File: src/sv/fpvd_pkg.sv
package fpvd_pkg;

    localparam int unsigned ByteWidth   = 8;
    localparam int unsigned LengthWidth = 28;
    localparam int unsigned LimitWidth  = 32;
    localparam int unsigned StatusWidth = 2;
    localparam int unsigned PendWidth   = 2;
    localparam int unsigned OutDataWidth = 32;

    localparam logic [StatusWidth-1:0] STATUS_OK        = 2'd0;
    localparam logic [StatusWidth-1:0] STATUS_ENC_ERROR = 2'd1;
    localparam logic [StatusWidth-1:0] STATUS_UNUSED    = 2'd2;
    localparam logic [StatusWidth-1:0] STATUS_SHORT     = 2'd3;

    localparam logic [ByteWidth-1:0] LEAD1_MASK  = 8'h80;
    localparam logic [ByteWidth-1:0] LEAD2_MASK  = 8'hC0;
    localparam logic [ByteWidth-1:0] LEAD2_CODE  = 8'h80;
    localparam logic [ByteWidth-1:0] LEAD3_MASK  = 8'hE0;
    localparam logic [ByteWidth-1:0] LEAD3_CODE  = 8'hC0;
    localparam logic [ByteWidth-1:0] LEAD4_MASK  = 8'hF0;
    localparam logic [ByteWidth-1:0] LEAD4_CODE  = 8'hE0;
    localparam logic [ByteWidth-1:0] PAY2_MASK   = 8'h3F;
    localparam logic [ByteWidth-1:0] PAY3_MASK   = 8'h1F;
    localparam logic [ByteWidth-1:0] PAY4_MASK   = 8'h0F;

    typedef struct packed {
        logic                   pulse_valid;
        logic [LengthWidth-1:0] pulse_length;
        logic                   packet_done;
        logic [StatusWidth-1:0] final_status;
    } fpvd_result_t;

endpackage

File: src/sv/fpvd_in_stage.sv
module fpvd_in_stage (
    input  logic                            aclk,
    input  logic                            aresetn,
    input  logic                            s_axis_tvalid,
    output logic                            s_axis_tready,
    input  logic [fpvd_pkg::ByteWidth-1:0]  s_axis_tdata,
    input  logic                            s_axis_tlast,
    input  logic                            advance,
    output logic                            item_valid,
    output logic [fpvd_pkg::ByteWidth-1:0]  item_byte,
    output logic                            item_last
);

    logic                           valid_reg;
    logic [fpvd_pkg::ByteWidth-1:0] byte_reg;
    logic                           last_reg;

    // The register frees up in the same cycle its item moves on.
    assign s_axis_tready = !valid_reg || advance;

    always_ff @(posedge aclk) begin
        if (!aresetn) begin
            valid_reg <= 1'b0;
        end else if (s_axis_tvalid && s_axis_tready) begin
            valid_reg <= 1'b1;
        end else if (advance) begin
            valid_reg <= 1'b0;
        end
    end

    always_ff @(posedge aclk) begin
        if (s_axis_tvalid && s_axis_tready) begin
            byte_reg <= s_axis_tdata;
            last_reg <= s_axis_tlast;
        end
    end

    assign item_valid = valid_reg;
    assign item_byte  = byte_reg;
    assign item_last  = last_reg;

endmodule

File: src/sv/fpvd_decode.sv
module fpvd_decode (
    input  logic                             aclk,
    input  logic                             aresetn,
    input  logic                             cfg_wr_en,
    input  logic [fpvd_pkg::LimitWidth-1:0]  cfg_wr_data,
    input  logic                             fire,
    input  logic [fpvd_pkg::ByteWidth-1:0]   item_byte,
    input  logic                             item_last,
    output logic                             has_result,
    output fpvd_pkg::fpvd_result_t           result
);

    logic [fpvd_pkg::LimitWidth-1:0]  limit_reg;
    logic [fpvd_pkg::PendWidth-1:0]   pend_reg, pend_next;
    logic [fpvd_pkg::LengthWidth-1:0] partial_reg, partial_next;
    logic [fpvd_pkg::LimitWidth-1:0]  count_reg, count_next;
    logic                             error_reg, error_next;
    logic                             unused_reg, unused_next;

    logic                             pulse;
    logic [fpvd_pkg::LengthWidth-1:0] shifted;
    logic [fpvd_pkg::LimitWidth-1:0]  count_inc;
    logic [fpvd_pkg::StatusWidth-1:0] status;

    always_comb begin
        pend_next    = pend_reg;
        partial_next = partial_reg;
        error_next   = error_reg;
        unused_next  = unused_reg;
        pulse        = 1'b0;
        shifted      = {partial_reg[fpvd_pkg::LengthWidth-fpvd_pkg::ByteWidth-1:0], item_byte};
        result.pulse_length = '0;

        if (error_reg) begin
            // Decoding has halted; the rest of the packet is dropped.
        end else if (pend_reg != '0) begin
            pend_next = pend_reg - 1'b1;
            if (pend_reg == 2'd1) begin
                pulse               = 1'b1;
                result.pulse_length = shifted;
                partial_next        = '0;
            end else begin
                partial_next = shifted;
            end
        end else if (count_reg >= limit_reg) begin
            unused_next = 1'b1;
        end else if ((item_byte & fpvd_pkg::LEAD1_MASK) == '0) begin
            pulse               = 1'b1;
            result.pulse_length = fpvd_pkg::LengthWidth'(item_byte);
        end else if ((item_byte & fpvd_pkg::LEAD2_MASK) == fpvd_pkg::LEAD2_CODE) begin
            partial_next = fpvd_pkg::LengthWidth'(item_byte & fpvd_pkg::PAY2_MASK);
            pend_next    = 2'd1;
        end else if ((item_byte & fpvd_pkg::LEAD3_MASK) == fpvd_pkg::LEAD3_CODE) begin
            partial_next = fpvd_pkg::LengthWidth'(item_byte & fpvd_pkg::PAY3_MASK);
            pend_next    = 2'd2;
        end else if ((item_byte & fpvd_pkg::LEAD4_MASK) == fpvd_pkg::LEAD4_CODE) begin
            partial_next = fpvd_pkg::LengthWidth'(item_byte & fpvd_pkg::PAY4_MASK);
            pend_next    = 2'd3;
        end else begin
            error_next = 1'b1;
        end

        count_inc  = count_reg + 1'b1;
        count_next = pulse ? count_inc : count_reg;

        if (error_next || pend_next != '0) begin
            status = fpvd_pkg::STATUS_ENC_ERROR;
        end else if (unused_next) begin
            status = fpvd_pkg::STATUS_UNUSED;
        end else if (count_next != limit_reg) begin
            status = fpvd_pkg::STATUS_SHORT;
        end else begin
            status = fpvd_pkg::STATUS_OK;
        end

        result.pulse_valid  = pulse;
        result.packet_done  = item_last;
        result.final_status = item_last ? status : fpvd_pkg::STATUS_OK;
        has_result          = pulse || item_last;
    end

    always_ff @(posedge aclk) begin
        if (!aresetn) begin
            limit_reg <= '0;
        end else if (cfg_wr_en) begin
            limit_reg <= cfg_wr_data;
        end
    end

    always_ff @(posedge aclk) begin
        if (!aresetn) begin
            pend_reg    <= '0;
            partial_reg <= '0;
            count_reg   <= '0;
            error_reg   <= 1'b0;
            unused_reg  <= 1'b0;
        end else if (fire) begin
            if (item_last) begin
                // The closing byte returns all packet state to its idle value.
                pend_reg    <= '0;
                partial_reg <= '0;
                count_reg   <= '0;
                error_reg   <= 1'b0;
                unused_reg  <= 1'b0;
            end else begin
                pend_reg    <= pend_next;
                partial_reg <= partial_next;
                count_reg   <= count_next;
                error_reg   <= error_next;
                unused_reg  <= unused_next;
            end
        end
    end

    a_error_no_pending: assert property (@(posedge aclk) disable iff (!aresetn)
        error_reg |-> pend_reg == '0)
        else $error("error state with a code still in progress");

    a_idle_partial_clear: assert property (@(posedge aclk) disable iff (!aresetn)
        pend_reg == '0 |-> partial_reg == '0)
        else $error("payload left over with no code in progress");

    a_last_clears: assert property (@(posedge aclk) disable iff (!aresetn)
        fire && item_last |=> count_reg == '0 && !error_reg && !unused_reg)
        else $error("packet state not cleared after last byte");

endmodule

File: src/sv/fpvd_out_stage.sv
module fpvd_out_stage (
    input  logic                                aclk,
    input  logic                                aresetn,
    input  logic                                push,
    input  fpvd_pkg::fpvd_result_t              result,
    output logic                                can_load,
    output logic                                m_axis_tvalid,
    input  logic                                m_axis_tready,
    output logic [fpvd_pkg::OutDataWidth-1:0]   m_axis_tdata,
    output logic                                m_axis_tlast,
    output logic                                m_axis_tuser
);

    logic                   valid_reg;
    fpvd_pkg::fpvd_result_t data_reg;

    assign can_load = !valid_reg || m_axis_tready;

    always_ff @(posedge aclk) begin
        if (!aresetn) begin
            valid_reg <= 1'b0;
        end else if (push) begin
            valid_reg <= 1'b1;
        end else if (m_axis_tready) begin
            valid_reg <= 1'b0;
        end
    end

    always_ff @(posedge aclk) begin
        if (push) begin
            data_reg <= result;
        end
    end

    assign m_axis_tvalid = valid_reg;
    assign m_axis_tdata  = {{(fpvd_pkg::OutDataWidth - fpvd_pkg::LengthWidth
                              - fpvd_pkg::StatusWidth){1'b0}},
                            data_reg.final_status, data_reg.pulse_length};
    assign m_axis_tlast  = data_reg.packet_done;
    assign m_axis_tuser  = data_reg.pulse_valid;

    a_push_has_room: assert property (@(posedge aclk) disable iff (!aresetn)
        push |-> can_load)
        else $error("result pushed over an unsent transfer");

    a_result_meaningful: assert property (@(posedge aclk) disable iff (!aresetn)
        valid_reg |-> data_reg.pulse_valid || data_reg.packet_done)
        else $error("empty result presented");

    a_status_only_when_done: assert property (@(posedge aclk) disable iff (!aresetn)
        valid_reg && !data_reg.packet_done |-> data_reg.final_status == fpvd_pkg::STATUS_OK)
        else $error("status reported before packet end");

endmodule

File: src/sv/flux_pulse_varint_decoder_unit.sv
// Decodes a packet of prefix-varint flux bytes into pulse lengths, taking one
// byte per cycle with no bubbles: a byte is registered on input, decoded against
// the packet state combinationally and the result is registered on output, so
// throughput is one byte per cycle whenever the output side keeps up. A transfer
// comes out for each completed pulse (tuser high) and for the byte marked tlast,
// which carries the packet's final status and clears all packet state. Write the
// expected pulse count through cfg_wr_en/cfg_wr_data only while no packet is in
// flight.
module flux_pulse_varint_decoder_unit (
    input  logic                                aclk,
    input  logic                                aresetn,
    input  logic                                cfg_wr_en,
    input  logic [fpvd_pkg::LimitWidth-1:0]     cfg_wr_data,   // pulse_limit
    input  logic                                s_axis_tvalid,
    output logic                                s_axis_tready,
    input  logic [fpvd_pkg::ByteWidth-1:0]      s_axis_tdata,  // [7:0] code_byte
    input  logic                                s_axis_tlast,  // last_byte
    output logic                                m_axis_tvalid,
    input  logic                                m_axis_tready,
    // [27:0] pulse_length, [29:28] final_status, [31:30] zero
    output logic [fpvd_pkg::OutDataWidth-1:0]   m_axis_tdata,
    output logic                                m_axis_tlast,  // packet_done
    output logic                                m_axis_tuser   // [0] pulse_valid
);

    logic                           item_valid;
    logic [fpvd_pkg::ByteWidth-1:0] item_byte;
    logic                           item_last;
    logic                           has_result;
    logic                           can_load;
    logic                           advance;
    logic                           push;
    fpvd_pkg::fpvd_result_t         result;

    // A byte that yields no transfer moves on even when the output is full.
    assign advance = item_valid && (!has_result || can_load);
    assign push    = advance && has_result;

    fpvd_in_stage u_in (
        .aclk          (aclk),
        .aresetn       (aresetn),
        .s_axis_tvalid (s_axis_tvalid),
        .s_axis_tready (s_axis_tready),
        .s_axis_tdata  (s_axis_tdata),
        .s_axis_tlast  (s_axis_tlast),
        .advance       (advance),
        .item_valid    (item_valid),
        .item_byte     (item_byte),
        .item_last     (item_last)
    );

    fpvd_decode u_decode (
        .aclk        (aclk),
        .aresetn     (aresetn),
        .cfg_wr_en   (cfg_wr_en),
        .cfg_wr_data (cfg_wr_data),
        .fire        (advance),
        .item_byte   (item_byte),
        .item_last   (item_last),
        .has_result  (has_result),
        .result      (result)
    );

    fpvd_out_stage u_out (
        .aclk          (aclk),
        .aresetn       (aresetn),
        .push          (push),
        .result        (result),
        .can_load      (can_load),
        .m_axis_tvalid (m_axis_tvalid),
        .m_axis_tready (m_axis_tready),
        .m_axis_tdata  (m_axis_tdata),
        .m_axis_tlast  (m_axis_tlast),
        .m_axis_tuser  (m_axis_tuser)
    );

endmodule

File: config.mk
export PLATFORM = sky130hd
export DESIGN_NAME = flux_pulse_varint_decoder_unit
export DESIGN_NICKNAME = d
export VERILOG_FILES = /design/src/sv/fpvd_pkg.sv /design/src/sv/fpvd_in_stage.sv /design/src/sv/fpvd_decode.sv /design/src/sv/fpvd_out_stage.sv /design/src/sv/flux_pulse_varint_decoder_unit.sv
export SDC_FILE = /design/constraint.sdc
export NUM_CORES = 1
export LEC_CHECK = 0
export BUFFER_PORTS_ARGS = -buffer_cell sky130_fd_sc_hd__buf_2
export CAP_MARGIN = 5
export CORE_MARGIN = 2
export CORE_UTILIZATION = 45
export CTS_CLUSTER_DIAMETER = 200
export DETAILED_ROUTE_END_ITERATION = 6
export GPL_ROUTABILITY_DRIVEN = 1
export PLACE_DENSITY = 0.73
export SLEW_MARGIN = 5
export SYNTH_ARGS = -nofsm -noshare
export SYNTH_HDL_FRONTEND = slang
export SYNTH_SLANG_ARGS = --single-unit
export TNS_END_PERCENT = 50
File: constraint.sdc
create_clock -name aclk -period 4.7 [get_ports aclk]
set_input_delay 0.235 -clock aclk [delete_from_list [all_inputs] [get_ports aclk]]
set_output_delay 0.235 -clock aclk [all_outputs]
set_load 0.02 [all_outputs]
Word-level counts from Yosys, hierarchy flattened
Index checks and enable logic that the tools add are counted.

Output and inout port bits: 36. Register bits: 131. Memories kept: 0. Bits of input ports: 46. Memory bits (writable): 0. ROM bits: 0. Latch bits: 0.

Reductions and logical operators: 19. $lt $le $gt $ge: 1. Multipliers: 0. $add $sub $neg: 2. Eq/ne operators: 8. Shifts and indexed selects: 0. Bitwise operators: 1. Mux-type cells: 47. Div/mod/pow operators: 0.

Operators with widths (count): 20-bit 2-to-1 mux (9); 28-bit 2-to-1 mux (3); 32-bit 2-to-1 mux (2); 32-bit by 1-bit adder with 32-bit output, second input constant (1); 32-bit >= comparator (1); 32-bit != test (1); 1-bit 2-to-1 mux (22); 2-bit 2-to-1 mux (10); 8-bit logical NOT (1); 8-bit 2-to-1 mux (1); 2-bit nonzero test (4); 3-bit by 2-bit != test with 1-bit output, second input constant (2); 1-bit logical OR (5); 5-bit AND reduction (1); 5-bit nonzero test (1); 4-bit equality test, second input constant (1); 3-bit equality test, second input constant (1); 1-bit logical AND (3); 1-bit logical NOT (3); 2-bit by 1-bit equality test with 1-bit output, second input constant (1); 2-bit equality test, second input constant (1); 2-bit != test, second input constant (1); 2-bit OR reduction (1); 2-bit by 1-bit subtractor with 2-bit output, second input constant (1); 1-bit NOT (1).

Logic depth before layout (Yosys ltp)
Word-level depth: 12. Gate-level depth with buffers: 14. Depth with buffers taken out: 13.

By module
From an unflattened synthesis, not the netlist that was laid out.

Cell total of the unflattened synthesis: 846. Area, all modules: 7602.3 sq um.

By module, submodules not included: fpvd_decode (area each 6227.2 sq um, cells each 790, times used 1, sequential area each 1761.7 sq um); fpvd_out_stage (area each 1028.5 sq um, cells each 39, times used 1, sequential area each 980.9 sq um); fpvd_in_stage (area each 327.8 sq um, cells each 14, times used 1, sequential area each 290.3 sq um); flux_pulse_varint_decoder_unit (area each 18.8 sq um, cells each 3, times used 1, sequential area each 0.0 sq um).

Least setup slack after synthesis
Ideal clock, no wire load.

Kind: register to register. Start point: reg u_decode.count_reg[0] (netlist name). End point: reg u_out.data_reg (netlist bit u_out.m_axis_tdata[0]), enable pin. Arrival: 3.123 ns. Required time: 4.313 ns. Path slack: 1.190 ns. Period minus slack after synthesis: 3.510 ns. Stages on the path, launching flop included: 12. Path through: dfxtp_1 -> inv_1 -> ha_1 -> nand2b_4 -> a2111oi_4 -> nor4b_4 -> o311ai_2 -> nand2_2 -> inv_2 -> clkbuf_1 -> o21ai_0 -> inv_1.

Longest elaborated chain between the ends: 9.

Ends and longest elaborated chain: start: declaration (RTL line fpvd_decode.sv:16) `logic [fpvd_pkg::LimitWidth-1:0] count_reg, count_next;`; start signal: assignment (RTL line fpvd_decode.sv:108) `count_reg <= count_next;`; 32-bit >= comparator (*) (RTL line fpvd_decode.sv:45) `end else if (count_reg >= limit_reg) begin`; 1-bit 2-to-1 mux (*) (RTL line fpvd_decode.sv:45); 1-bit 2-to-1 mux (*) (RTL line fpvd_decode.sv:36) `end else if (pend_reg != '0) begin`; 1-bit 2-to-1 mux (*) (RTL line fpvd_decode.sv:34) `if (error_reg) begin`; net u_decode.pulse (RTL line fpvd_decode.sv:20) `logic pulse;`; 1-bit logical OR (*) (RTL line fpvd_decode.sv:79) `has_result = pulse || item_last;`; 1-bit logical NOT (RTL line flux_pulse_varint_decoder_unit.sv:36) `assign advance = item_valid && (!has_result || can_load);`; 1-bit logical OR (RTL line flux_pulse_varint_decoder_unit.sv:36); 1-bit logical AND (RTL line flux_pulse_varint_decoder_unit.sv:36); 1-bit logical AND (*) (RTL line flux_pulse_varint_decoder_unit.sv:37) `assign push = advance && has_result;`; net push (RTL line flux_pulse_varint_decoder_unit.sv:32) `logic push;`; end signal: assignment (RTL line fpvd_out_stage.sv:31) `data_reg <= result;`; end: declaration (RTL line fpvd_out_stage.sv:15) `fpvd_pkg::fpvd_result_t data_reg;`.

The timed path passes the listed nets; every way through them passes the cells marked *. A chain may end at the register's enable or synchronous reset.

Worst setup path after layout
Start point: reg u_decode.count_reg[0] (netlist name). End point: out s_axis_tready.

Longest elaborated chain between the ends: 9.

Ends and longest elaborated chain: 32-bit >= comparator (RTL line fpvd_decode.sv:45); 1-bit 2-to-1 mux (RTL line fpvd_decode.sv:45); 1-bit 2-to-1 mux (RTL line fpvd_decode.sv:36); 1-bit 2-to-1 mux (RTL line fpvd_decode.sv:34); 1-bit logical OR (RTL line fpvd_decode.sv:79); 1-bit logical NOT (RTL line flux_pulse_varint_decoder_unit.sv:36); 1-bit logical OR (RTL line flux_pulse_varint_decoder_unit.sv:36); 1-bit logical AND (RTL line flux_pulse_varint_decoder_unit.sv:36); 1-bit logical OR (RTL line fpvd_in_stage.sv:19) `assign s_axis_tready = !valid_reg || advance;`; end: declaration (RTL line flux_pulse_varint_decoder_unit.sv:15) `output logic s_axis_tready,`.

Every way passes these cells.

==> impl_results.md <==
* Status: finished, final reports clean
* CP Class: flop to primary output
* Antenna viol nets, final at 0
* Dpl hpwl at roughly 13,000 um
* Fillers at 1,559
* TritonCTS Buffers at 17
* Die W at between 100 and 150 um
* Hold slack at 37.2 ps
* Drt drc at 0
* Vias at between 6,000 and 7,000
* WHS Path Cells at 3
* Register area share after synthesis at 40.5%
* Post-synthesis adder-cell area fraction at 5.52%
* Yosys warns at 0
* Clk root buf: clkbuf_16
* WP data arrival at 3880 ps
* 1st-pass router iterations at 5
* Worst hold path type: input port to flop
* Synth Area in XOR/XNOR at 5.97%
* Final setup margin at 582 ps
* Final Wtd Congestion at just over 0.9
* Number of synthesized register bits at 131
* Crit end category: primary output
* Cells after synthesis at 856
* Final Non-Filler Cells at 1,160
* P&R area growth vs syn at 16.5%
* Final period utilization at 87.6%
* P_leak at 3.39 nW
* First-pass GRT wire length at 30,200 um
* Max clock buf depth at 2
* Setup TNS at 0 ps
* Num ports at 82
* Worst Tran Pin Value at 1150 ps
* Pwr dens at 325 nW/um^2
* Headroom to the max-slew limit at 23.2%
* Reg2reg path depth at 12
* Placed cells at 1,119
* CTS tree: yes
* Fmax achieved at roughly 240 MHz
* Antenna cells at 0
* Asr flop ratio synth at 0%
* Pin count of the biggest net entering global routing at 65
* Unrepaired setup endpoints after global routing: no
* Clk Latency, worst-skew pair at 430 ps
* Synth Area per Inst at slightly below 9 um^2
* Largest family of logic cells by synthesized area: simple AND/OR/NAND/NOR gates
* Post-synthesis cell type count at 68
* Initial antenna violation count at 0
* Starting Density at 45.6%
* Worst Path Max Fanout at 15
* Top_reg_cell synth: dfxtp_1
* Synthesized area at 7490 um^2
* GR Util All Layers at 21.5%
* Most common cell after layout, fill and taps aside: dfxtp_1
* Fin nets at 1,006
* Max rail drop VDD at 0.249 mV
* Core Box Area at 16,400 um^2
* CTS sink count at 131
* Chip Height at 133 um
* Required time of the critical path at 4470 ps
* Most frequent cells in the layout: dfxtp_1 (90), a21oi_1 (85), buf_2 (79), nor2_1 (76), nand2_1 (74)
* Htree depth at 4
* Fin. max-slew vios at 0
* Max cap viols at 0
* Iteration-0 DRC count of the detailed router at 608
* Port bufs at 79
* Number of global-route vias before repair at 6,082
* Routed WL at ~19,000 um
* Hold Fails Final Rpt at 0
* Total power at 0.00283 W
* DIE AREA at 17,700 um^2
* Cell Rows at 47
* Final setup violation count at 0
* Post-synth EDFFs at slightly above 40
* Post-route minimum period at 4120 ps
* Via density at 5.61
* Grt ovf at 0
* Multiplexer area fraction after synthesis at 4.68%
* DP Worst Slack at 736 ps
* Worst-path clk slew at 60 ps
* Drt wl/cell at 16.1 um
* Crit start category: flop
* Post-Synth Simple-Gate Area at 23.5%
* Setup Skew at 8.10 ps
* Layout cells sized above 1 at 15.5%
* Synth Area in Compound Gates at 14.9%
## power by group
part	switching [W]	internal (W)	total (W)	leakage, nW
logic	0.000180	0.000113	0.000293	1.98
clock network	0.000524	0.000786	0.00131	0.278
registers	0.0000286	0.00120	0.00123	1.13
total	0.000733	0.00210	0.00283	3.39
## layout make-up
class                           instances  area (um^2)  share of cell area [%]
Sequential cell                       131         3030                    34.8
Timing Repair Buffer                  100          576                    6.60
Multi-Input combinational cell        634         4090                    46.9
Clock buffer                           18          429                    4.92
Clock inverter                         14          154                    1.76
Tap cell                              220          275                    3.16
Inverter                               43          161                    1.85
## stage by stage
stage,instance area [um^2],util (%)
finish,8720,53.1
floorplan,7490,-
CTS,8720,53.1
global placement,8050,49.0
detailed placement,8050,49.0
global route,8720,53.1
## worst max-delay path: stages, from the launching register on
cell and delay (ps):
dfxtp_1 450, inv_1 70, ha_1 290, nand2b_4 150, a2111oi_4 380, nor4b_4 110
o311ai_2 600, nand2_2 390, inv_2 140, buf_4 250, o21ai_0 130, or2_2 320
buf_2 160
## worst paths after layout
check                      startpoint                       end  slack [ps]
max             u_decode.count_reg[0]             s_axis_tready         580
min                   cfg_wr_data[20]    u_decode.limit_reg[20]          40
max reg2reg     u_decode.count_reg[0]    u_out.m_axis_tdata[29]         700
min reg2reg  u_decode.partial_reg[17]  u_decode.partial_reg[17]         450
## cells by family after synthesis
| group | after synthesis |
|---|---|
| and+or+nand+nor | 332 |
| AOI/OAI and AO/OA | 181 |
| DFF | 131 |
| adders and majority gates | 33 |
| buffers and inverters | 92 |
| other | 1 |
| xor gates and xnor gates | 51 |
| muxes | 35 |
## routing by layer
metal,routed length (um),track usage [%],up-vias
met5,0,0,-
met4,407,8.24,0
met3,1300,5.33,35
met2,9080,36.8,231
met1,7850,26.0,3036
li1,-,-,3205
## repair_timing
item / 4_1_cts / 5_1_grt
buffers inserted: 0 / 0
endpoints found under the setup margin: 0 / 0
hold buffers: 9 / 0
resized for setup: 0 / 0
endpoints found under the hold margin: 9 / 0
## Yosys cell counts, types with 17 or more instances
cell	count	share of area [%]
dfxtp_1	90	24
or3_1	17	1.4
edfxtp_1	41	16
and3_1	19	1.6
ha_1	33	5.5
nor2_1	76	3.8
o21ai_0	47	3.1
xnor2_1	37	4.3
nor3_1	20	1.3
a21oi_1	85	5.7
nand2_1	74	3.7
mux2i_1	35	4.7
nand3_1	36	2.4
and2_1	26	2.2
inv_1	41	2.1
clkbuf_1	39	2.0
(Power assumes the default switching activity.)
